[src/tcas_pkg.sv]
// tcas_pkg: shared widths, configuration register codes and small structs
// for the ring-road traffic automaton. No dependencies.
package tcas_pkg;

  localparam int LenW     = 13;  // track length / car count registers
  localparam int SpdW     = 5;   // speed field
  localparam int PctW     = 7;   // slow percent
  localparam int DrawW    = 7;   // random draw
  localparam int OutIdxW  = 12;  // car_index port
  localparam int OutPosW  = 12;  // new_position port
  localparam int CfgIdxW  = 2;
  localparam int CfgDataW = 13;

  typedef enum logic [CfgIdxW-1:0] {
    CfgTrackLen = 2'd0,
    CfgNumCars  = 2'd1,
    CfgMaxSpeed = 2'd2,
    CfgSlowPct  = 2'd3
  } cfg_idx_e;

  localparam logic [LenW-1:0] RstTrackLen = 13'd1024;
  localparam logic [LenW-1:0] RstNumCars  = 13'd256;
  localparam logic [SpdW-1:0] RstMaxSpeed = 5'd5;
  localparam logic [PctW-1:0] RstSlowPct  = 7'd25;

  // effective (saturated) configuration seen by the datapath
  typedef struct packed {
    logic [LenW-1:0] track_len;
    logic [LenW-1:0] num_cars;
    logic [SpdW-1:0] max_speed;
    logic [PctW-1:0] slow_pct;
  } cfg_t;

  // remainder unit status
  typedef struct packed {
    logic busy;
    logic done;
  } rem_stat_t;

endpackage

[src/tcas_front.sv]
// tcas_front: accepts draws and assigns each one the next car in round-robin
// order. Depends on tcas_pkg.
module tcas_front #(
  parameter int CarW = 12
) (
  input  logic                       clk_i,
  input  logic                       rst_ni,
  input  logic                       in_valid_i,
  output logic                       in_stall_o,
  input  logic [tcas_pkg::DrawW-1:0] random_draw_i,
  input  logic [tcas_pkg::LenW-1:0]  num_cars_i,
  input  logic                       full_i,
  output logic                       push_o,
  output logic [CarW-1:0]            car_idx_o,
  output logic                       last_o,
  output logic [tcas_pkg::DrawW-1:0] draw_o
);

  logic [CarW-1:0] next_car_q, next_car_d;
  logic            accept;

  assign accept     = in_valid_i & ~full_i;
  assign in_stall_o = full_i;
  assign push_o     = accept;
  assign draw_o     = random_draw_i;

  always_comb begin
    car_idx_o = next_car_q;
    // count shrunk mid-sweep: restart at car 0
    if (32'(next_car_q) >= 32'(num_cars_i)) begin
      car_idx_o = '0;
    end
    last_o = (32'(car_idx_o) == (32'(num_cars_i) - 32'd1));
    next_car_d = next_car_q;
    if (accept) begin
      next_car_d = last_o ? '0 : car_idx_o + 1'b1;
    end
  end

  always_ff @(posedge clk_i or negedge rst_ni) begin
    if (!rst_ni) begin
      next_car_q <= '0;
    end else begin
      next_car_q <= next_car_d;
    end
  end

endmodule

[config.mk]
export PLATFORM = sky130hd
export DESIGN_NAME = tcas_front
export DESIGN_NICKNAME = d
export VERILOG_FILES = /design/src/tcas_pkg.sv /design/src/tcas_front.sv
export SDC_FILE = /design/constraint.sdc
export NUM_CORES = 1
export LEC_CHECK = 0
export BUFFER_PORTS_ARGS = -buffer_cell sky130_fd_sc_hd__buf_2
export CAP_MARGIN = 20
export CORE_ASPECT_RATIO = 1.1
export CORE_MARGIN = 2
export CORE_UTILIZATION = 48
export CTS_CLUSTER_SIZE = 24
export DETAILED_ROUTE_END_ITERATION = 12
export GPL_ROUTABILITY_DRIVEN = 1
export GPL_TIMING_DRIVEN = 1
export PLACE_DENSITY = 0.77
export SLEW_MARGIN = 20
export SYNTH_ARGS = -nofsm -noshare
export SYNTH_HDL_FRONTEND = slang
export SYNTH_SLANG_ARGS = --single-unit
[constraint.sdc]
create_clock -name clk_i -period 3.3 [get_ports clk_i]
set_input_delay 0.165 -clock clk_i [delete_from_list [all_inputs] [get_ports clk_i]]
set_output_delay 0.165 -clock clk_i [all_outputs]
set_load 0.005 [all_outputs]
==> impl_metrics.ini, run 1 <==
[timing]
rsz0062_at_grt = no
setup-tns-final_ns = 0
worst_pin_slew_ns = 0.705
fin_crit_sh_pct = 95.7
relSlewSlack_pct = 53.0
max_freq_ghz = 0.317
setup_viol = 0
skew_ns = 0.00490
fin_crit_ns = 3.16
finalHoldViolations = 0
setup_slack_ns = 0.143
slew_violations = 0

[global_route]
grt_overflow = 0
grtUsageTotal_pct = 24.1
grt_max_degree = 22
antenna_found_initial = 0
grt_pass1_vias = 1610
grt_pass1_wl_um = 7420

[route]
num_vias = 1740
routedWlPerCell_um = 14.3
ant_nets = 0
avgViaCountPerCell = 5.78
firstDrtPassIters = 4
drc_errors = 0
drt_iter0_drc = 91
wl_um = 4310

[clocking]
cts_tree = yes
cts_made_buffers = 3
clock_latency_ns = 0.29
cts_num_sinks = 12
cts-htree-levels = 1
clock_path_buffers = 2
path_clk_slew_ns = 0.08
cts_root_buf = clkbuf_4

[worst_setup_path]
crit_path_max_incr_delay_ns = 0.41
ff2ff_setup_slack_ns = 0.22
critPathCaptureType = output pin
crit_slowest_cell = a2111oi_2
r2r-start = next_car_q[3]
required_ns = 3.13
cp-start-kind = register
rr_worst_depth = 11
reg2reg_to = next_car_q[5]
worst_ep_arrival_time_ns = 2.99
crit_fanout = 8
path_class = reg -> out
path_cells = ha_1, a21oi_1, a21boi_0, o311a_1, nor2_2, nand3_1, a2111oi_2, o311a_2, buf_4, buf_2

[synth]
async_flop_share_pct = 100
synthSimpleGateAreaFrac_pct = 30.7
seq_area_frac_synth_pct = 17.4
synth_area_per_cell_um2 = 7.81
synthesis.area_um2 = 1730
synth_fp_nets = 259
ys_seq_elements = 12
ys.flop_type = dfrtp_1
synth_warnings = 0
synth_top_family_by_area = simple AND/OR/NAND/NOR gates
synthMuxAreaShare_pct = 0.580
synth_edf_count = 0
synthAdderAreaFrac_pct = 10.1
synth-compound-area-share_pct = 22.8
synth_xor_area_share_pct = 7.54
syn_inst = 221
ys_types = 56

[final_layout]
final_layout_size_suffix_gt1_share_pct = 27.3
final_core_utilization_pct = 59.2
largestRegisters = next_car_q: 12 flops
fillers = 328
diodes = 0
nets = 293
layout_commonest_cell = buf_2
largest_register_ffs = 12
top_register = next_car_q
layout_common_cells = buf_2 (31), buf_4 (20), inv_1 (16), nand2_1 (16)
area_growth_pct = 16.1

[pwr]
p_leak_nw = 0.959
power_frac_comb_pct = 59.9
switching_share_pct = 42.5
netSwitchingPower_w = 0.000314
power.internal_w = 0.000425
power_frac_clock_pct = 12.9
powerDensity_nw_per_um2 = 369
seqPwrFrac_pct = 27.2
max-vdd-ir-drop_uv = 241

[floorplan]
start_util_pct = 51.0
io_pins = 46
die-width_um = 61.2
core.rowCount = 22
die_area_um2 = 4090
die_height_um = 66.9
core_um2 = 3390

[run_status]
status = finished, final reports clean

[placement]
hpwl_um = 3390
gp_congestion = 0.837
io_buffer_count = 31
dp_slack_ns = 0.0932

[flow_run]
maxCapViolCount = 0

[hold_path]
hold_class = in -> async
==> kinds of logic after synthesis <==
logic type	after synthesis
muxes	1
and+or+nand+nor	89
adders and majority gates	14
AOI/OAI and AO/OA	52
DFF	12
buffers and inverters	39
xor gates and xnor gates	14
==> final cells by class <==
cell class,instances,area [µm²],area share [%]
clock buffer,3,22.5,1.12
inverter,16,60.1,3.00
tap,48,60.1,3.00
timing repair buffer,52,315,15.7
sequential,12,300,15.0
multi-input combinational,170,1250,62.2
==> worst max path at each step <==
stage / from / end / slack (ns)
2_1_floorplan: next_car_q[10] / next_car_q[10] / 0.03
3_3_place_gp: num_cars_i[9] / next_car_q[5] / 0.09
3_5_place_dp: next_car_q[11] / next_car_q[5] / 0.09
4_1_cts: next_car_q[11] / last_o / 0.003
5_1_grt: next_car_q[3] / last_o / 0.01
6_report: next_car_q[3] / last_o / 0.14
==> through the flow <==
step | power [W] | cells | instance area [µm²] | hold slack [ns]
4_1_cts | 0.000731 | 300 | 1990 | 0.302
6_report | 0.000739 | 301 | 2000 | 0.285
3_3_place_gp | 0.000627 | 296 | 1960 | 0.0584
5_1_grt | 0.000802 | 301 | 2000 | 0.310
2_1_floorplan | 0.000479 | 221 | 1730 | -0.131
3_5_place_dp | 0.000637 | 296 | 1960 | 0.0623
==> per-layer routing <==
layer / vias to the layer above / share of wire (%) / global-route usage [%]
met5: - / 0 / 0
met4: 0 / 1.4 / 8.70
met3: 7 / 4.4 / 2.91
met2: 49 / 48 / 39.1
met1: 816 / 46 / 32.2
li1: 868 / - / -
==> timing repair <==
action / in CTS / in global routing
hold endpoints to repair: 12 / 0
gates resized for setup: 0 / 4
endpoints found under the setup margin: 0 / 9
setup buffers: 0 / 1
hold buffers: 1 / 0
==> power by group through the flow <==
| stage | logic [W] | registers, W | clock network (W) |
|---|---|---|---|
| 6_report | 0.000443 | 0.000201 | 0.0000953 |
| 5_1_grt | 0.000498 | 0.000205 | 0.0000998 |
| 4_1_cts | 0.000438 | 0.000200 | 0.0000928 |
| 3_5_place_dp | 0.000434 | 0.000203 | 0 |
| 3_3_place_gp | 0.000425 | 0.000202 | 0 |
| 2_1_floorplan | 0.000279 | 0.000200 | 0 |
==> worst max-delay path, delay by kind of cell, from the launching register on <==
| kind | cells | cell delay [ns] |
|---|---|---|
| AOI/OAI and AO/OA | 5 | 1.33 |
| adders and majority gates | 1 | 0.31 |
| buffers and inverters | 2 | 0.29 |
| DFF | 1 | 0.39 |
| and+or+nand+nor | 2 | 0.38 |
==> cells in the mapped netlist, types with 2 or more instances <==
master,count,share of area [%]
dfrtp_1,12,17
nor2_1,12,2.6
clkbuf_1,12,2.6
nor4_1,4,1.4
nand3b_1,2,0.87
and3_1,3,1.1
nor2b_1,2,0.72
o41ai_1,2,1.0
a21o_1,3,1.3
o21ai_0,8,2.3
nand4_1,4,1.4
a22o_1,3,1.5
ha_1,14,10
inv_1,16,3.5
o211ai_1,3,1.3
buf_4,9,3.9
o21bai_1,2,0.87
a311o_1,2,1.2
nor3_1,8,2.3
or4_4,2,1.3
xor2_1,5,2.5
and4b_1,2,1.2
o31ai_1,6,2.6
and2_1,13,4.7
nand3_1,8,2.3
or4_1,2,0.87
xnor2_1,8,4.1
a21oi_1,7,2.0
a221o_1,2,1.2
nor3b_1,2,0.87
a21boi_0,3,1.3
nand2_1,16,3.5
Power figures use the tool's default switching activity.
==> inputs of run 2 (changes only) <==
--- a/config.mk
+++ b/config.mk
@@ -9,12 +9,13 @@
 export CAP_MARGIN = 20
 export CORE_ASPECT_RATIO = 1.1
 export CORE_MARGIN = 2
-export CORE_UTILIZATION = 48
+export CORE_UTILIZATION = 45
 export CTS_CLUSTER_SIZE = 24
 export DETAILED_ROUTE_END_ITERATION = 12
 export GPL_ROUTABILITY_DRIVEN = 1
 export GPL_TIMING_DRIVEN = 1
-export PLACE_DENSITY = 0.77
+export PLACE_DENSITY = 0.73
+export SKIP_LAST_GASP = 1
 export SLEW_MARGIN = 20
 export SYNTH_ARGS = -nofsm -noshare
 export SYNTH_HDL_FRONTEND = slang
==> run 2 against run 1 <==
  * First-iteration DRC count fell by 30%
  * Core utilization fell by 2.8 points
  * Hold slack improved by 0.045 ns
  * Cell count rose by 1.0%
  * Global-route usage fell by 3.8 points
  * Clock-buffer cell count rose by 1
  * Die area rose by 6.2%
  * Critical path depth rose by 1
  * Sequential power rose by 2%
  * Clock power rose by 70%
  * Sequential cell count did not move
  * Wire length fell by 2.2%
==> impl_metrics.ini, run 2 (synthesized netlist as in run 1, its figures left out) <==
[hold_path]
worstHoldPathCells = 0
hold_class = in -> out
min_to = draw_o[5]
min_from = random_draw_i[5]

[global_route]
grtUsageTotal_pct = 20.3
grt_pass1_wl_um = 6980
grt_max_degree = 22
grt_overflow = 0
antenna_found_initial = 0
grt_pass1_vias = 1517

[run_status]
status = finished, final reports clean

[placement]
io_buffer_count = 31
gp_congestion = 0.785
hpwl_um = 3380

[route]
routedWlPerCell_um = 13.9
wl_um = 4220
drc_errors = 0
num_vias = 1696
firstDrtPassIters = 4
ant_nets = 0
drt_iter0_drc = 64
avgViaCountPerCell = 5.58

[pwr]
max-vdd-ir-drop_uv = 222
powerDensity_nw_per_um2 = 385
power_w = 0.000793
p_leak_nw = 0.978

[floorplan]
die_area_um2 = 4350
core_um2 = 3650
die_height_um = 69.0
core.rowCount = 23
die-width_um = 63.1
io_pins = 46
start_util_pct = 47.2

[timing]
finalHoldViolations = 0
setup_viol = 0
fin_crit_sh_pct = 94.4
fin_crit_ns = 3.12
worst_pin_slew_ns = 0.699
max_freq_ghz = 0.321
skew_ns = 0.00303
relSlewSlack_pct = 53.4
rsz0062_at_grt = yes
slew_violations = 0
holdWs_ns = 0.330

[final_layout]
largest_register_ffs = 12
layout_commonest_cell = buf_2
largestRegisters = next_car_q: 12 flops
area_growth_pct = 19.3
fillers = 379
final_core_utilization_pct = 56.4
top_register = next_car_q
layout_common_cells = buf_2 (31), buf_4 (20), inv_1 (16), nand2_1 (16)
final_layout_size_suffix_gt1_share_pct = 28.3
diodes = 0
nets = 293

[clocking]
cts_tree = yes
cts-htree-levels = 1
cts_num_sinks = 12
path_clk_slew_ns = 0.05
clock_path_buffers = 2
cts_root_buf = clkbuf_8
cts_made_buffers = 3
clock_latency_ns = 0.24

[worst_setup_path]
worst_ep_arrival_time_ns = 2.95
ff2ff_setup_slack_ns = 0.24
critPathCaptureType = output pin
r2r-start = next_car_q[11]
reg2reg_to = next_car_q[10]
required_ns = 3.13
rr_worst_depth = 12
cp-start-kind = register
path_class = reg -> out
crit_fanout = 8

[flow_run]
maxCapViolCount = 0
-- run 2: cell types whose count changed in the layout (fill, tap and decap cells not counted) --
cell / before / now
o21ai_2: 1 / 0
clkbuf_8: 0 / 4
clkbuf_4: 3 / 0
a2bb2oi_1: 1 / 0
a2bb2oi_2: 0 / 1
nor2_4: 0 / 1
nor2_1: 11 / 10
o21ai_4: 0 / 1
-- run 2: how the worst max path moves through the flow --
stage	cells past startpoint	startpoint	slack, ns	end
finish	11	next_car_q[11]	0.18	last_o
global route	11	next_car_q[1]	-0.01	last_o
CTS	11	next_car_q[11]	0.06	last_o
detailed placement	12	next_car_q[11]	0.14	next_car_q[5]
global placement	14	num_cars_i[9]	0.13	next_car_q[5]
floorplan	15	next_car_q[10]	0.03	next_car_q[10]
-- run 2: per-stage QoR --
| stage | cells | instance area [µm²] | setup TNS [ns] | worst slack (ns) |
|---|---|---|---|---|
| global placement | 298 | 1960 | 0 | 0.135 |
| CTS | 303 | 2020 | 0 | 0.0563 |
| global route | 304 | 2060 | -0.0108 | -0.0108 |
| floorplan | 221 | 1730 | 0 | 0.0345 |
| detailed placement | 298 | 1960 | 0 | 0.144 |
| finish | 304 | 2060 | 0 | 0.184 |
-- run 2: worst max-delay path: stages, from the launching register on --
cell and delay (ns):
dfrtp_1 0.38, ha_1 0.31, and4b_1 0.28, nand2_1 0.12
o21ai_4 0.19, or2_2 0.16, buf_4 0.16, o21ai_0 0.12
a2111oi_2 0.37, o311a_2 0.31, buf_4 0.18, buf_2 0.12
-- run 2: power breakdown --
part | switching [W] | internal (W) | leakage, nW | total, W
Clock | 0.0000566 | 0.000106 | 0.0288 | 0.000162
Combinational | 0.000226 | 0.000201 | 0.812 | 0.000426
Sequential | 0.0000273 | 0.000178 | 0.137 | 0.000205
Total | 0.000310 | 0.000484 | 0.978 | 0.000793
-- run 2: what timing repair did --
| item | 4_1_cts | 5_1_grt |
|---|---|---|
| hold buffers | 1 | 0 |
| endpoints found under the hold margin | 12 | 0 |
| resized for setup | 0 | 8 |
| setup buffers | 0 | 1 |
| setup endpoints to repair | 0 | 9 |
-- run 2: cell type report --
type                            instances  area, µm²  share of cell area [%]
Tap cell                               50       62.6                    3.04
Timing Repair Buffer                   52        315                    15.3
Inverter                               16       60.1                    2.91
Sequential cell                        12        300                    14.6
Multi-Input combinational cell        170       1270                    61.5
Clock buffer                            4       55.1                    2.67
-- run 2: metal layers --
layer | track usage (%) | part of all wire (%) | vias to the layer above
met3 | 1.79 | 4.4 | 6
met5 | 0 | 0 | -
met4 | 5.83 | 1.4 | 0
met1 | 26.1 | 44 | 789
li1 | - | - | 866
met2 | 36.7 | 50 | 35
==> inputs of run 3 (changes only) <==
--- a/config.mk
+++ b/config.mk
@@ -7,7 +7,7 @@
 export LEC_CHECK = 0
 export BUFFER_PORTS_ARGS = -buffer_cell sky130_fd_sc_hd__buf_2
 export CAP_MARGIN = 20
-export CORE_ASPECT_RATIO = 1.1
+export CORE_ASPECT_RATIO = 0.7
 export CORE_MARGIN = 2
 export CORE_UTILIZATION = 45
 export CTS_CLUSTER_SIZE = 24
==> run 3 against run 2 <==
  * Sequential cell count stayed put
  * Critical endpoint is now next_car_q[10]
  * Sequential power hardly changed
  * Register-to-register slack worse by 0.19 ns
==> impl_metrics.ini, run 3 (synthesized netlist as in run 1, its figures left out) <==
[final_layout]
area_growth_pct = 17.5
largestRegisters = next_car_q: 12 flops
fin_cells = 303
layout_common_cells = buf_2 (31), buf_4 (19), inv_1 (16), nand2_1 (16), ha_1 (14)
fillers = 358
top_register = next_car_q
nets = 292
largest_register_ffs = 12
final_core_utilization_pct = 56.3
ff_latch_area_um2 = 300
multiInputGateArea_um2 = 1240
final_layout_size_suffix_gt1_share_pct = 26.9
diodes = 0
layout_commonest_cell = buf_2

[hold_path]
hold_class = in -> async

[timing]
skew_ns = 0.00119
finalHoldViolations = 0
fin_crit_ns = 3.25
holdWs_ns = 0.326
relSlewSlack_pct = 50.5
max_freq_ghz = 0.308
rsz0062_at_grt = yes
setup_viol = 0
worst_pin_slew_ns = 0.743
slew_violations = 0
fin_crit_sh_pct = 98.5

[clocking]
cts_made_buffers = 3
cts-htree-levels = 1
postCtsSetupBuffers = 0
cts_root_buf = clkbuf_8
path_clk_slew_ns = 0.06
cts_num_sinks = 12
clock_path_buffers = 2
clock_latency_ns = 0.25
cts_tree = yes

[worst_setup_path]
r2r-start = next_car_q[3]
cp-start-kind = register
path_class = reg -> reg
required_ns = 3.43
rr_worst_depth = 13
crit_fanout = 8
critPathCaptureType = register
ff2ff_setup_slack_ns = 0.05
worst_ep_arrival_time_ns = 3.38
reg2reg_to = next_car_q[10]

[pwr]
p_leak_nw = 0.973
max-vdd-ir-drop_uv = 314
powerDensity_nw_per_um2 = 398
power_w = 0.000806

[floorplan]
die-width_um = 78.0
start_util_pct = 47.9
die_height_um = 55.8
core_um2 = 3600
die_area_um2 = 4360
core.rowCount = 18
io_pins = 46

[placement]
io_buffer_count = 31
placed_cells = 298
hpwl_um = 3640
gp_congestion = 0.869

[route]
ant_nets = 0
drc_errors = 0
wl_um = 4550
routedWlPerCell_um = 15.0
drt_iter0_drc = 105
firstDrtPassIters = 4
num_vias = 1739
avgViaCountPerCell = 5.74

[global_route]
grtUsageTotal_pct = 21.3
grt_overflow = 0
antenna_found_initial = 0
grt_pass1_vias = 1552
grt_max_degree = 22
grt_pass1_wl_um = 7360

[flow_run]
maxCapViolCount = 0

[run_status]
status = finished, final reports clean
==> run 3: changes by cell type in the layout (fill, tap and decap cells not counted), sizes merged <==
cell  delta
buf      -1
==> run 3: report_power, final <==
group          internal, W  switching (W)  total, W  leakage, nW
clock network     0.000106      0.0000603  0.000166       0.0288
logic             0.000203       0.000233  0.000436        0.807
registers         0.000178      0.0000265  0.000204        0.137
total             0.000486       0.000320  0.000806        0.973
==> run 3: routing by layer <==
| layer | vias up | routed length, µm | global-route usage, % |
|---|---|---|---|
| met5 | - | 0 | 0 |
| met4 | 0 | 27 | 5.26 |
| met3 | 2 | 323 | 3.57 |
| met2 | 59 | 1930 | 30.5 |
| met1 | 806 | 2270 | 32.7 |
| li1 | 872 | - | - |
==> run 3: layout make-up <==
type	instances	area share, %
Tap cell	50	3.08
Multi-Input combinational cell	170	61.3
Sequential cell	12	14.8
Timing Repair Buffer	51	15.2
Inverter	16	2.96
Clock buffer	4	2.71
==> run 3: stage by stage <==
step	instance area (µm²)	setup TNS [ns]	setup slack, ns
after global placement	1960	0	0.118
after global routing	2030	-0.119	-0.119
after detailed placement	1960	0	0.0639
after CTS	2020	0	0.0613
final	2030	0	0.0481
after floorplan	1730	0	0.0345
==> run 3: worst max-delay path by stage <==
stage                         from        endpoint  depth (start not counted)
floorplan           next_car_q[10]  next_car_q[10]                         15
global placement     next_car_q[3]  next_car_q[10]                         13
detailed placement   num_cars_i[3]  next_car_q[10]                         12
CTS                  next_car_q[3]  next_car_q[10]                         10
global route         next_car_q[3]  next_car_q[10]                         13
finish               next_car_q[3]  next_car_q[10]                         13
==> run 3: worst max-delay path, cell delays in order, from the launching register on <==
cell and delay, ns:
dfrtp_1 0.39, ha_1 0.31, a21oi_1 0.15, a21boi_0 0.09
o311a_1 0.39, or2_2 0.42, nor2_1 0.19, ha_1 0.23
nand3_1 0.17, nor2_1 0.13, nand3_1 0.09, inv_1 0.08
nand3_1 0.10, a311o_1 0.37
==> run 3: what timing repair did <==
| action | CTS | global route |
|---|---|---|
| setup endpoints to repair | 0 | 8 |
| resized for setup | 0 | 3 |
| hold buffers | 1 | 0 |
| endpoints found under the hold margin | 12 | 0 |
