## config.mk

```make
export PLATFORM = sky130hd
export DESIGN_NAME = tcas_fifo
export DESIGN_NICKNAME = d
export VERILOG_FILES = /design/src/tcas_fifo.sv
export SDC_FILE = /design/constraint.sdc
export NUM_CORES = 1
export LEC_CHECK = 0
export ABC_AREA = 1
export BUFFER_PORTS_ARGS = -buffer_cell sky130_fd_sc_hd__buf_2
export CORE_UTILIZATION = 46
export DETAILED_ROUTE_END_ITERATION = 8
export GPL_TIMING_DRIVEN = 0
export PLACE_DENSITY = 0.74
export SLEW_MARGIN = 20
export SYNTH_ARGS = -nofsm -noshare
export SYNTH_HDL_FRONTEND = slang
export SYNTH_SLANG_ARGS = --single-unit
```

## constraint.sdc

```tcl
create_clock -name clk_i -period 1.95 [get_ports clk_i]
set_input_delay 0.195 -clock clk_i [delete_from_list [all_inputs] [get_ports clk_i]]
set_output_delay 0.195 -clock clk_i [all_outputs]
set_load 0.03 [all_outputs]
```

## src/tcas_fifo.sv

```systemverilog
// tcas_fifo: small register FIFO that decouples the front from the back.
// No dependencies.
module tcas_fifo #(
  parameter int Width = 20,
  parameter int Depth = 2
) (
  input  logic             clk_i,
  input  logic             rst_ni,
  input  logic             push_i,
  input  logic [Width-1:0] data_i,
  output logic             full_o,
  input  logic             pop_i,
  output logic [Width-1:0] data_o,
  output logic             empty_o
);

  localparam int PtrW = (Depth > 1) ? $clog2(Depth) : 1;
  localparam int CntW = $clog2(Depth + 1);

  logic [Width-1:0] mem_q [Depth];
  logic [PtrW-1:0]  wr_ptr_q, wr_ptr_d, rd_ptr_q, rd_ptr_d;
  logic [CntW-1:0]  cnt_q, cnt_d;
  logic             do_push, do_pop;

  assign full_o  = (cnt_q == CntW'(Depth));
  assign empty_o = (cnt_q == '0);
  assign do_push = push_i & ~full_o;
  assign do_pop  = pop_i & ~empty_o;
  assign data_o  = mem_q[rd_ptr_q];

  always_comb begin
    wr_ptr_d = wr_ptr_q;
    rd_ptr_d = rd_ptr_q;
    cnt_d    = cnt_q;
    if (do_push) begin
      wr_ptr_d = (wr_ptr_q == PtrW'(Depth - 1)) ? '0 : wr_ptr_q + 1'b1;
    end
    if (do_pop) begin
      rd_ptr_d = (rd_ptr_q == PtrW'(Depth - 1)) ? '0 : rd_ptr_q + 1'b1;
    end
    if (do_push && !do_pop) begin
      cnt_d = cnt_q + 1'b1;
    end else if (do_pop && !do_push) begin
      cnt_d = cnt_q - 1'b1;
    end
  end

  always_ff @(posedge clk_i or negedge rst_ni) begin
    if (!rst_ni) begin
      wr_ptr_q <= '0;
      rd_ptr_q <= '0;
      cnt_q    <= '0;
    end else begin
      wr_ptr_q <= wr_ptr_d;
      rd_ptr_q <= rd_ptr_d;
      cnt_q    <= cnt_d;
    end
  end

  always_ff @(posedge clk_i) begin
    if (do_push) begin
      mem_q[wr_ptr_q] <= data_i;
    end
  end

endmodule

```

==> metrics.md, run 1 <==
| Metric | Value |
|---|---|
| Worst skew pair latency | `0.34 ns` |
| Setup WS pre-CTS | `0.393 ns` |
| Netlist cell types | `17` |
| Bufs on Longest Clock Path | `2` |
| FF-to-FF path depth | `3` |
| Most frequent cells in the layout | `nand2_1 (68), buf_2 (49), edfxtp_1 (40)` |
| Post-Synth Simple-Gate Area | `18.1%` |
| Die area | `3920 um^2` |
| Hold WC Path Type | `in2reg` |
| Per-cell routed wire length | `12.4 um` |
| Synth Area per Inst | `12.4 um^2` |
| Largest family of logic cells by synthesized area | `simple AND/OR/NAND/NOR gates` |
| Sequential-to-total area share from yosys stat | `77.1%` |
| Total GRT Usage | `16.2%` |
| Worst Path Required | `1.75 ns` |
| VDD IR max | `0.786 mV` |
| Die span in y | `62.6 um` |
| Inst Count DP | `228` |
| Num Clock Sinks | `44` |
| CP Launch Type | `register` |
| Post-Syn Nets | `161` |
| Final worst setup slack | `0.355 ns` |
| Largest area contributor in the synthesized netlist | `edfxtp_1` |
| Leakage power | `0.944 nW` |
| Post-DP HPWL | `2170 um` |
| Top Layer Used | `met4` |
| Pwr/cell area | `1610 nW/um^2` |
| Max Cap Violations | `0` |
| RSZ-0062 raised after global routing | `false` |
| Layout cell share with drive strength beyond 1 | `32.8%` |
| Flops & latches, synth | `44` |
| Crit path arrival time | `1.40 ns` |
| Crit share post-route | `81.8%` |
| First-pass GRT wire length | `4640 um` |
| Slew Viols, Final | `0` |
| Mux share of post-synthesis cell area | `0%` |
| Final Hold Vio Count | `0` |
| Die W | `62.6 um` |
| Vias in the first global route | `1,064` |
| Wire length on met3 | `132 um` |
| Post-route antenna net violation count | `0` |
| Ant. Diodes | `0` |
| Pre-Repair DR Iteration Count | `4` |
| Min cycle time layout | `1.59 ns` |
| Placer Congestion | `0.668` |
| Area contributors post-synth | `edfxtp_1 (71%), nand2_1 (15%), dfrtp_1 (5.9%), inv_1 (1.3%), buf_2 (1.2%)` |
| Worst-margin pin slew | `0.435 ns` |
| Core Box Area | `3420 um^2` |
| Area Overhead vs Synth | `23.7%` |
| Worst-path clk slew | `0.13 ns` |
| Synth Area in Compound Gates | `0.593%` |
| Syn Inst Count | `136` |
| Clk root buf | `clkbuf_4` |
| Pin count of the biggest net entering global routing | `21` |
| DR vias | `1,099` |
| Post-Synthesis Cell Area | `1690 um^2` |
| Remaining global-route overflow | `0` |
| Final setup violation count | `0` |
| Crit end category | `primary output` |
| Routed vias/inst | `4.62` |
| Row count | `21` |
| DRT Wirelength | `2960 um` |
| Final Skew | `0.0157 ns` |
| Worst-path fanout max | `10` |
| DP Area | `1990 um^2` |
| Synth top area share | `71.2%` |
| Adder-Cell Fraction of Synth Area | `0.741%` |
| Met1 WL | `1050 um` |
| Fin util | `61.1%` |
| CTS tree | `built` |
| Initial antenna violation count | `0` |
| Status | `complete, no violations` |
| Max-slew headroom | `71.0%` |
| H-tree Lvls | `2` |
| I/O Pins | `46` |
| Initial drt markers | `52` |
| Setup Buffers After CTS | `0` |
| Remaining DRCs | `0` |
| Worst setup path category | `reg2out` |
| Hold Path Depth | `1` |
| TritonCTS Buffers | `5` |
| Achievable Freq | `627 MHz` |
| Commonest non-fill, non-tap cell in the layout | `nand2_1` |
| FILL cells | `281` |
| Finished Layout Cells | `238` |
| Final setup TNS | `0 ns` |
| Layout Nets | `216` |
| Syn. warnings | `0` |
| Starting Density | `49.4%` |
| Design area | `2090 um^2` |
| XOR/XNOR Fraction of Synth Area | `0.519%` |
| Routed wl met2 | `1740 um` |
| Port bufs | `45` |
synthesized netlist by cell type, drive strengths merged:
master	count
edfxtp	40
buf	4
ha	1
xnor2	1
nand3	1
nand4	1
nor2	4
nand2	69
o21ai	2
dfrtp	4
inv	8
nand3b	1
per-stage QoR:
stage	total power [mW]	hold slack (ns)
after floorplan	2.41	-0.101
after global routing	3.56	0.000110
after CTS	3.40	0.0129
final	3.36	0.0262
after detailed placement	2.86	0.00698
after global placement	2.77	0.000835
layout make-up:
cell class / count / area (um^2) / area share, %
Buffer: 4 / 20.0 / 0.959
Clock buffer: 5 / 37.5 / 1.80
Clock inverter: 3 / 42.5 / 2.04
Inverter: 8 / 30.0 / 1.44
Multi-Input combinational cell: 80 / 339 / 16.2
Sequential cell: 44 / 1300 / 62.3
Tap cell: 46 / 57.6 / 2.76
Timing Repair Buffer: 48 / 260 / 12.5
worst max-delay path, cell delays in order (launching register included):
cell and delay [ns]:
dfrtp_1 0.43, inv_2 0.07, buf_2 0.21, nand2_1 0.09, nand2_1 0.07, buf_2 0.19
metal layers:
layer | up-vias | GRT usage (%)
met2 | 29 | 30.0
met5 | - | 0
li1 | 562 | -
met1 | 502 | 16.5
met4 | 0 | 8.72
met3 | 6 | 3.83
kinds of logic (layout without fill, tap and decap cells):
| logic type | Yosys count | after routing |
|---|---|---|
| XOR/XNOR | 1 | 1 |
| AO/OA/AOI/OAI | 2 | 2 |
| AND/OR/NAND/NOR | 76 | 76 |
| adder cells (fa/ha/maj) | 1 | 1 |
| buffers and inverters | 12 | 68 |
| flip-flops | 44 | 44 |
where the power goes:
part	switching (mW)	total, mW	internal, mW	leakage, nW
Sequential	0.0914	1.38	1.29	0.420
Combinational	1.04	1.43	0.393	0.481
Clock	0.274	0.542	0.268	0.0428
Total	1.41	3.36	1.95	0.944
registers in the layout, indices dropped and copies added (netlist names):
| register | cells |
|---|---|
| rd_ptr_q | 1 |
| mem_q | 40 |
| cnt_q | 2 |
| wr_ptr_q | 1 |
final timing paths:
| path | from | slack [ns] | to |
|---|---|---|---|
| worst max-delay path | rd_ptr_q | 0.36 | data_o[2] |
| worst min-delay path | data_i[11] | 0.03 | mem_q[1][11] |
| worst max register to register | cnt_q[0] | 0.37 | mem_q[1][6] |
| worst min register to register | wr_ptr_q | 0.55 | wr_ptr_q |
| max in group asynchronous | rst_ni | 1.67 | wr_ptr_q |
| min in group asynchronous | rst_ni | 0.17 | rd_ptr_q |
repair_timing:
item,CTS,global route
hold endpoints to repair,4,2
hold buffers,1,1
resized for setup,0,0
(Power assumes the default switching activity.)
==> run 2: changes to the inputs <==
--- a/config.mk
+++ b/config.mk
@@ -7,10 +7,10 @@
 export LEC_CHECK = 0
 export ABC_AREA = 1
 export BUFFER_PORTS_ARGS = -buffer_cell sky130_fd_sc_hd__buf_2
-export CORE_UTILIZATION = 46
+export CORE_UTILIZATION = 51
 export DETAILED_ROUTE_END_ITERATION = 8
 export GPL_TIMING_DRIVEN = 0
-export PLACE_DENSITY = 0.74
+export PLACE_DENSITY = 0.78
 export SLEW_MARGIN = 20
 export SYNTH_ARGS = -nofsm -noshare
 export SYNTH_HDL_FRONTEND = slang
==> constraint.sdc (replaced) <==
create_clock -name clk_i -period 1.55 [get_ports clk_i]
set_input_delay 0.155 -clock clk_i [delete_from_list [all_inputs] [get_ports clk_i]]
set_output_delay 0.155 -clock clk_i [all_outputs]
set_load 0.03 [all_outputs]
==> metrics.md, run 2 (same netlist as run 1, synthesis figures left out) <==
| Metric | Value |
|---|---|
| Layout cell share with drive strength beyond 1 | `31.1%` |
| CP max-delay cell | `dfrtp_1` |
| Fin util | `75.0%` |
| Max Cap Violations | `0` |
| Remaining DRCs | `0` |
| Most common cell type on the critical path | `nand2_1` |
| First-pass GRT wire length | `5110 um` |
| Die span in y | `59.5 um` |
| Design area | `2330 um^2` |
| Row count | `20` |
| Crit path arrival time | `1.33 ns` |
| Pre-Repair DR Iteration Count | `4` |
| Hold WC Path Type | `in2reg` |
| Ant. Diodes | `0` |
| Worst-path cell chain | `inv_2 > buf_6 > nand2_1 > nand2_1 > buf_2` |
| Final setup violation count | `0` |
| Net Sw Power | `1.86 mW` |
| Crit share post-route | `95.9%` |
| Leakage power | `1.03 nW` |
| Setup WS pre-CTS | `-0.370 ns` |
| Most frequent cells in the layout | `nand2_1 (68), edfxtp_1 (40), buf_2 (37)` |
| Die area | `3540 um^2` |
| Post-DP HPWL | `2150 um` |
| VDD IR max | `1.23 mV` |
| Final hold slack | `0.0495 ns` |
| Clk root buf | `clkbuf_4` |
| Finished Layout Cells | `256` |
| Initial drt markers | `36` |
| Port bufs | `45` |
| Max FFs per register | `40` |
| Bufs on Longest Clock Path | `2` |
| Total GRT Usage | `20.9%` |
| Core Box Area | `3100 um^2` |
| Largest register by flop count | `mem_q` |
| Starting Density | `54.4%` |
| DRT Wirelength | `3310 um` |
| Clk pwr share | `15.5%` |
| Remaining global-route overflow | `0` |
| Slowest stage delay, CP | `0.44 ns` |
| Min cycle time layout | `1.49 ns` |
| Per-cell routed wire length | `12.9 um` |
| Crit end category | `primary output` |
| Final worst setup slack | `0.0638 ns` |
| Max-slew headroom | `64.4%` |
| Tot Pwr | `4.47 mW` |
| Slew Viols, Final | `0` |
| Pin count of the biggest net entering global routing | `21` |
| DP Area | `1970 um^2` |
| Worst-path fanout max | `10` |
| Post-route antenna net violation count | `0` |
| Achievable Freq | `673 MHz` |
| Worst Path Required | `1.39 ns` |
| Inst Count DP | `225` |
| Final Hold Vio Count | `0` |
| Final setup TNS | `0 ns` |
| Biggest registers after layout | `mem_q (40), cnt_q (2)` |
| Crit path max-delay family | `buffers and inverters` |
| Status | `complete, no violations` |
| Die W | `59.5 um` |
| H-tree Lvls | `2` |
| Layout Nets | `236` |
| Switching Share | `41.7%` |
| Commonest non-fill, non-tap cell in the layout | `nand2_1` |
| Gate power share | `45.2%` |
| Placer Congestion | `0.654` |
| Pwr/cell area | `1920 nW/um^2` |
| Area Overhead vs Synth | `38.0%` |
| Worst skew pair latency | `0.35 ns` |
| P_int | `2.60 mW` |
| Worst setup path category | `reg2out` |
| Worst-path clk slew | `0.12 ns` |
| CTS tree | `built` |
| TritonCTS Buffers | `5` |
| Vias in the first global route | `1,195` |
| Sequential power share | `39.3%` |
| I/O Pins | `46` |
| CP Launch Type | `register` |
| DR vias | `1,204` |
| Routed vias/inst | `4.70` |
| Worst path bufs/invs | `3` |
| Final Skew | `0.00803 ns` |
| Worst-margin pin slew | `0.530 ns` |
| Num Clock Sinks | `44` |
| Initial antenna violation count | `0` |
[run 2: cell types whose count changed in the layout (fill, tap and decap cells not counted), sizes merged]
cell and change:
clkinvlp +1, clkbuf +3, dlygate4sd3 +19, inv -1, nor2 +1, buf -3
[run 2: worst min-delay path, cell delays in order]
cell and delay (ns):
buf_2 0.09, nand3b_1 0.07, nand2_1 0.05
[run 2: power by group through the flow]
stage | Sequential (mW) | Combinational (mW) | Clock, mW
after global routing | 1.78 | 2.20 | 0.758
final | 1.75 | 2.02 | 0.694
after CTS | 1.75 | 1.90 | 0.709
after detailed placement | 1.78 | 1.80 | 0
after global placement | 1.75 | 1.74 | 0
after floorplan | 1.74 | 1.30 | 0
[run 2: timing repair]
action | in CTS | in global routing
gates cloned | 1 | 0
setup endpoints to repair | 40 | 33
endpoints found under the hold margin | 44 | 0
gates resized for setup | 5 | 22
setup buffers | 0 | 1
hold buffers | 21 | 0
[run 2: per-layer routing]
metal | track usage [%] | up-vias | wire [um]
li1 | - | 601 | -
met1 | 22.7 | 561 | 1330
met2 | 37.1 | 30 | 1780
met3 | 4.80 | 12 | 117
met4 | 12.6 | 0 | 82
met5 | 0 | - | 0
[run 2: cell type report]
| cell class | count | area, um^2 |
|---|---|---|
| inverter | 8 | 31.3 |
| timing repair buffer | 67 | 463 |
| multi-input combinational | 81 | 360 |
| clock buffer | 5 | 37.5 |
| sequential | 44 | 1300 |
| clock inverter | 3 | 42.5 |
| fill | 224 | 774 |
| buffer | 4 | 37.5 |
| tap | 44 | 55.1 |
[run 2: worst paths after layout]
check / start / end / slack (ns) / cells after the start
min in group asynchronous: rst_ni / wr_ptr_q / 0.12 / 2
worst min-delay path: pop_i / rd_ptr_q / 0.05 / 3
worst max register to register: cnt_q[0] / cnt_q[1] / 0.07 / 7
worst min register to register: wr_ptr_q / wr_ptr_q / 0.52 / 2
max in group asynchronous: rst_ni / cnt_q[1] / 1.30 / 2
worst max-delay path: rd_ptr_q / data_o[12] / 0.06 / 5
==> run 3: changes to the inputs <==
--- a/config.mk
+++ b/config.mk
@@ -7,10 +7,11 @@
 export LEC_CHECK = 0
 export ABC_AREA = 1
 export BUFFER_PORTS_ARGS = -buffer_cell sky130_fd_sc_hd__buf_2
-export CORE_UTILIZATION = 51
+export CORE_UTILIZATION = 55
+export CTS_CLUSTER_SIZE = 10
 export DETAILED_ROUTE_END_ITERATION = 8
 export GPL_TIMING_DRIVEN = 0
-export PLACE_DENSITY = 0.78
+export PLACE_DENSITY = 0.83
 export SLEW_MARGIN = 20
 export SYNTH_ARGS = -nofsm -noshare
 export SYNTH_HDL_FRONTEND = slang
==> constraint.sdc (replaced) <==
create_clock -name clk_i -period 1.9 [get_ports clk_i]
set_input_delay 0.19 -clock clk_i [delete_from_list [all_inputs] [get_ports clk_i]]
set_output_delay 0.19 -clock clk_i [all_outputs]
set_load 0.03 [all_outputs]
==> metrics.md, run 3 (same netlist as run 1, synthesis figures left out) <==
| Metric | Value |
|---|---|
| Die W | `57.4 um` |
| Worst-margin pin slew | `0.491 ns` |
| Setup WS pre-CTS | `0.271 ns` |
| Max-slew headroom | `67.2%` |
| Vias in the first global route | `1,161` |
| Sequential power share | `40.8%` |
| Post-DP HPWL | `2270 um` |
| Final Hold Vio Count | `0` |
| Worst setup path category | `reg2reg` |
| Pre-Repair DR Iteration Count | `6` |
| H-tree Lvls | `2` |
| PostCTS Resize Cnt | `0` |
| Clk root buf | `clkbuf_4` |
| Die span in y | `57.4 um` |
| Ant. Diodes | `0` |
| Area Overhead vs Synth | `24.1%` |
| Biggest registers after layout | `mem_q (40), cnt_q (2)` |
| Worst-path clk slew | `0.12 ns` |
| Core Box Area | `2830 um^2` |
| Bufs on Longest Clock Path | `2` |
| Final setup violation count | `0` |
| Row count | `19` |
| Failing checks | `DRC` |
| FILL cells | `197` |
| Max Cap Violations | `0` |
| Layout Nets | `218` |
| Initial drt markers | `33` |
| Net Sw Power | `1.45 mW` |
| Initial antenna violation count | `0` |
| Crit path arrival time | `1.70 ns` |
| Final setup TNS | `0 ns` |
| Routed vias/inst | `5.05` |
| DP Area | `1970 um^2` |
| Layout cell share with drive strength beyond 1 | `32.5%` |
| Hold WC Path Type | `in2reg` |
| I/O Pins | `46` |
| Starting Density | `59.7%` |
| CTS tree | `built` |
| Per-cell routed wire length | `13.7 um` |
| Worst-path fanout max | `13` |
| Num Clock Sinks | `44` |
| DR vias | `1,137` |
| Commonest non-fill, non-tap cell in the layout | `nand2_1` |
| Gate power share | `42.5%` |
| CP Launch Type | `register` |
| Slew Viols, Final | `0` |
| Cts hold-fix bufs | `1` |
| Setup Buffers After CTS | `0` |
| P_int | `2.04 mW` |
| Achievable Freq | `613 MHz` |
| Largest register by flop count | `mem_q` |
| TritonCTS Buffers | `5` |
| Pwr/cell area | `1670 nW/um^2` |
| Worst skew pair latency | `0.35 ns` |
| Die area | `3290 um^2` |
| RSZ-0062 raised after global routing | `false` |
| Port bufs | `45` |
| Post-route antenna net violation count | `0` |
| Pin count of the biggest net entering global routing | `21` |
| Placer Congestion | `0.623` |
| Leakage power | `0.955 nW` |
| Clk pwr share | `16.7%` |
| Switching Share | `41.4%` |
| Min cycle time layout | `1.63 ns` |
| Final worst setup slack | `0.269 ns` |
| Design area | `2090 um^2` |
| Total GRT Usage | `21.6%` |
| Remaining global-route overflow | `0` |
| Most frequent cells in the layout | `nand2_1 (68), buf_2 (49), edfxtp_1 (40)` |
| VDD IR max | `1.04 mV` |
| Status | `complete, but fails checks` |
| Max FFs per register | `40` |
| First-pass GRT wire length | `4980 um` |
| Final Skew | `0.00665 ns` |
| Final hold slack | `0.0245 ns` |
| Remaining DRCs | `1` |
| DRT Wirelength | `3090 um` |
| Worst Path Required | `1.97 ns` |
| Crit share post-route | `85.8%` |
| Crit end category | `register` |
==> run 3: cell type report <==
| class | instances | area [um^2] | share of cell area (%) |
|---|---|---|---|
| inverters | 8 | 30.0 | 1.43 |
| multi-input cells | 80 | 339 | 16.2 |
| well taps | 31 | 38.8 | 1.85 |
| plain buffers | 4 | 20.0 | 0.956 |
| clock buffers | 6 | 51.3 | 2.45 |
| flip-flops and latches | 44 | 1300 | 62.1 |
| repair buffers | 50 | 280 | 13.4 |
| clock inverters | 2 | 33.8 | 1.61 |
==> run 3: metrics by stage <==
| stage | power [mW] | util, % | instances |
|---|---|---|---|
| after global placement | 2.84 | 69.0 | 212 |
| after detailed placement | 2.94 | 69.6 | 213 |
| after floorplan | 2.47 | - | 136 |
| final | 3.49 | 74.0 | 225 |
| after global routing | 3.71 | 74.0 | 225 |
| after CTS | 3.52 | 73.0 | 222 |
==> run 3: per-layer routing <==
| layer | vias up | global-route usage [%] | share of wire, % |
|---|---|---|---|
| met2 | 29 | 39.2 | 55 |
| met4 | 0 | 12.2 | 1.7 |
| met1 | 538 | 22.7 | 40 |
| li1 | 563 | - | - |
| met5 | - | 0 | 0 |
| met3 | 7 | 4.99 | 3.7 |
==> run 3: power groups by stage <==
stage / clock, mW / combinational (mW) / sequential [mW]
after global routing: 0.641 / 1.62 / 1.45
after global placement: 0 / 1.41 / 1.43
after floorplan: 0 / 1.05 / 1.42
after detailed placement: 0 / 1.50 / 1.45
after CTS: 0.598 / 1.50 / 1.42
final: 0.583 / 1.48 / 1.42
==> run 3: final timing paths <==
check                                start           end  slack, ns  cells after the start
worst max register to register    cnt_q[0]   mem_q[1][4]       0.27                      3
worst max-delay path              cnt_q[0]   mem_q[1][4]       0.27                      3
max in group asynchronous           rst_ni      rd_ptr_q       1.60                      2
worst min register to register    wr_ptr_q      wr_ptr_q       0.52                      2
worst min-delay path            data_i[19]  mem_q[1][19]       0.02                      1
min in group asynchronous           rst_ni      wr_ptr_q       0.17                      2
==> run 3: critical path: stages (launching register included) <==
cell     delay [ns]
dfrtp_1        0.50
o21ai_0        0.20
nor2_2         0.43
buf_8          0.22
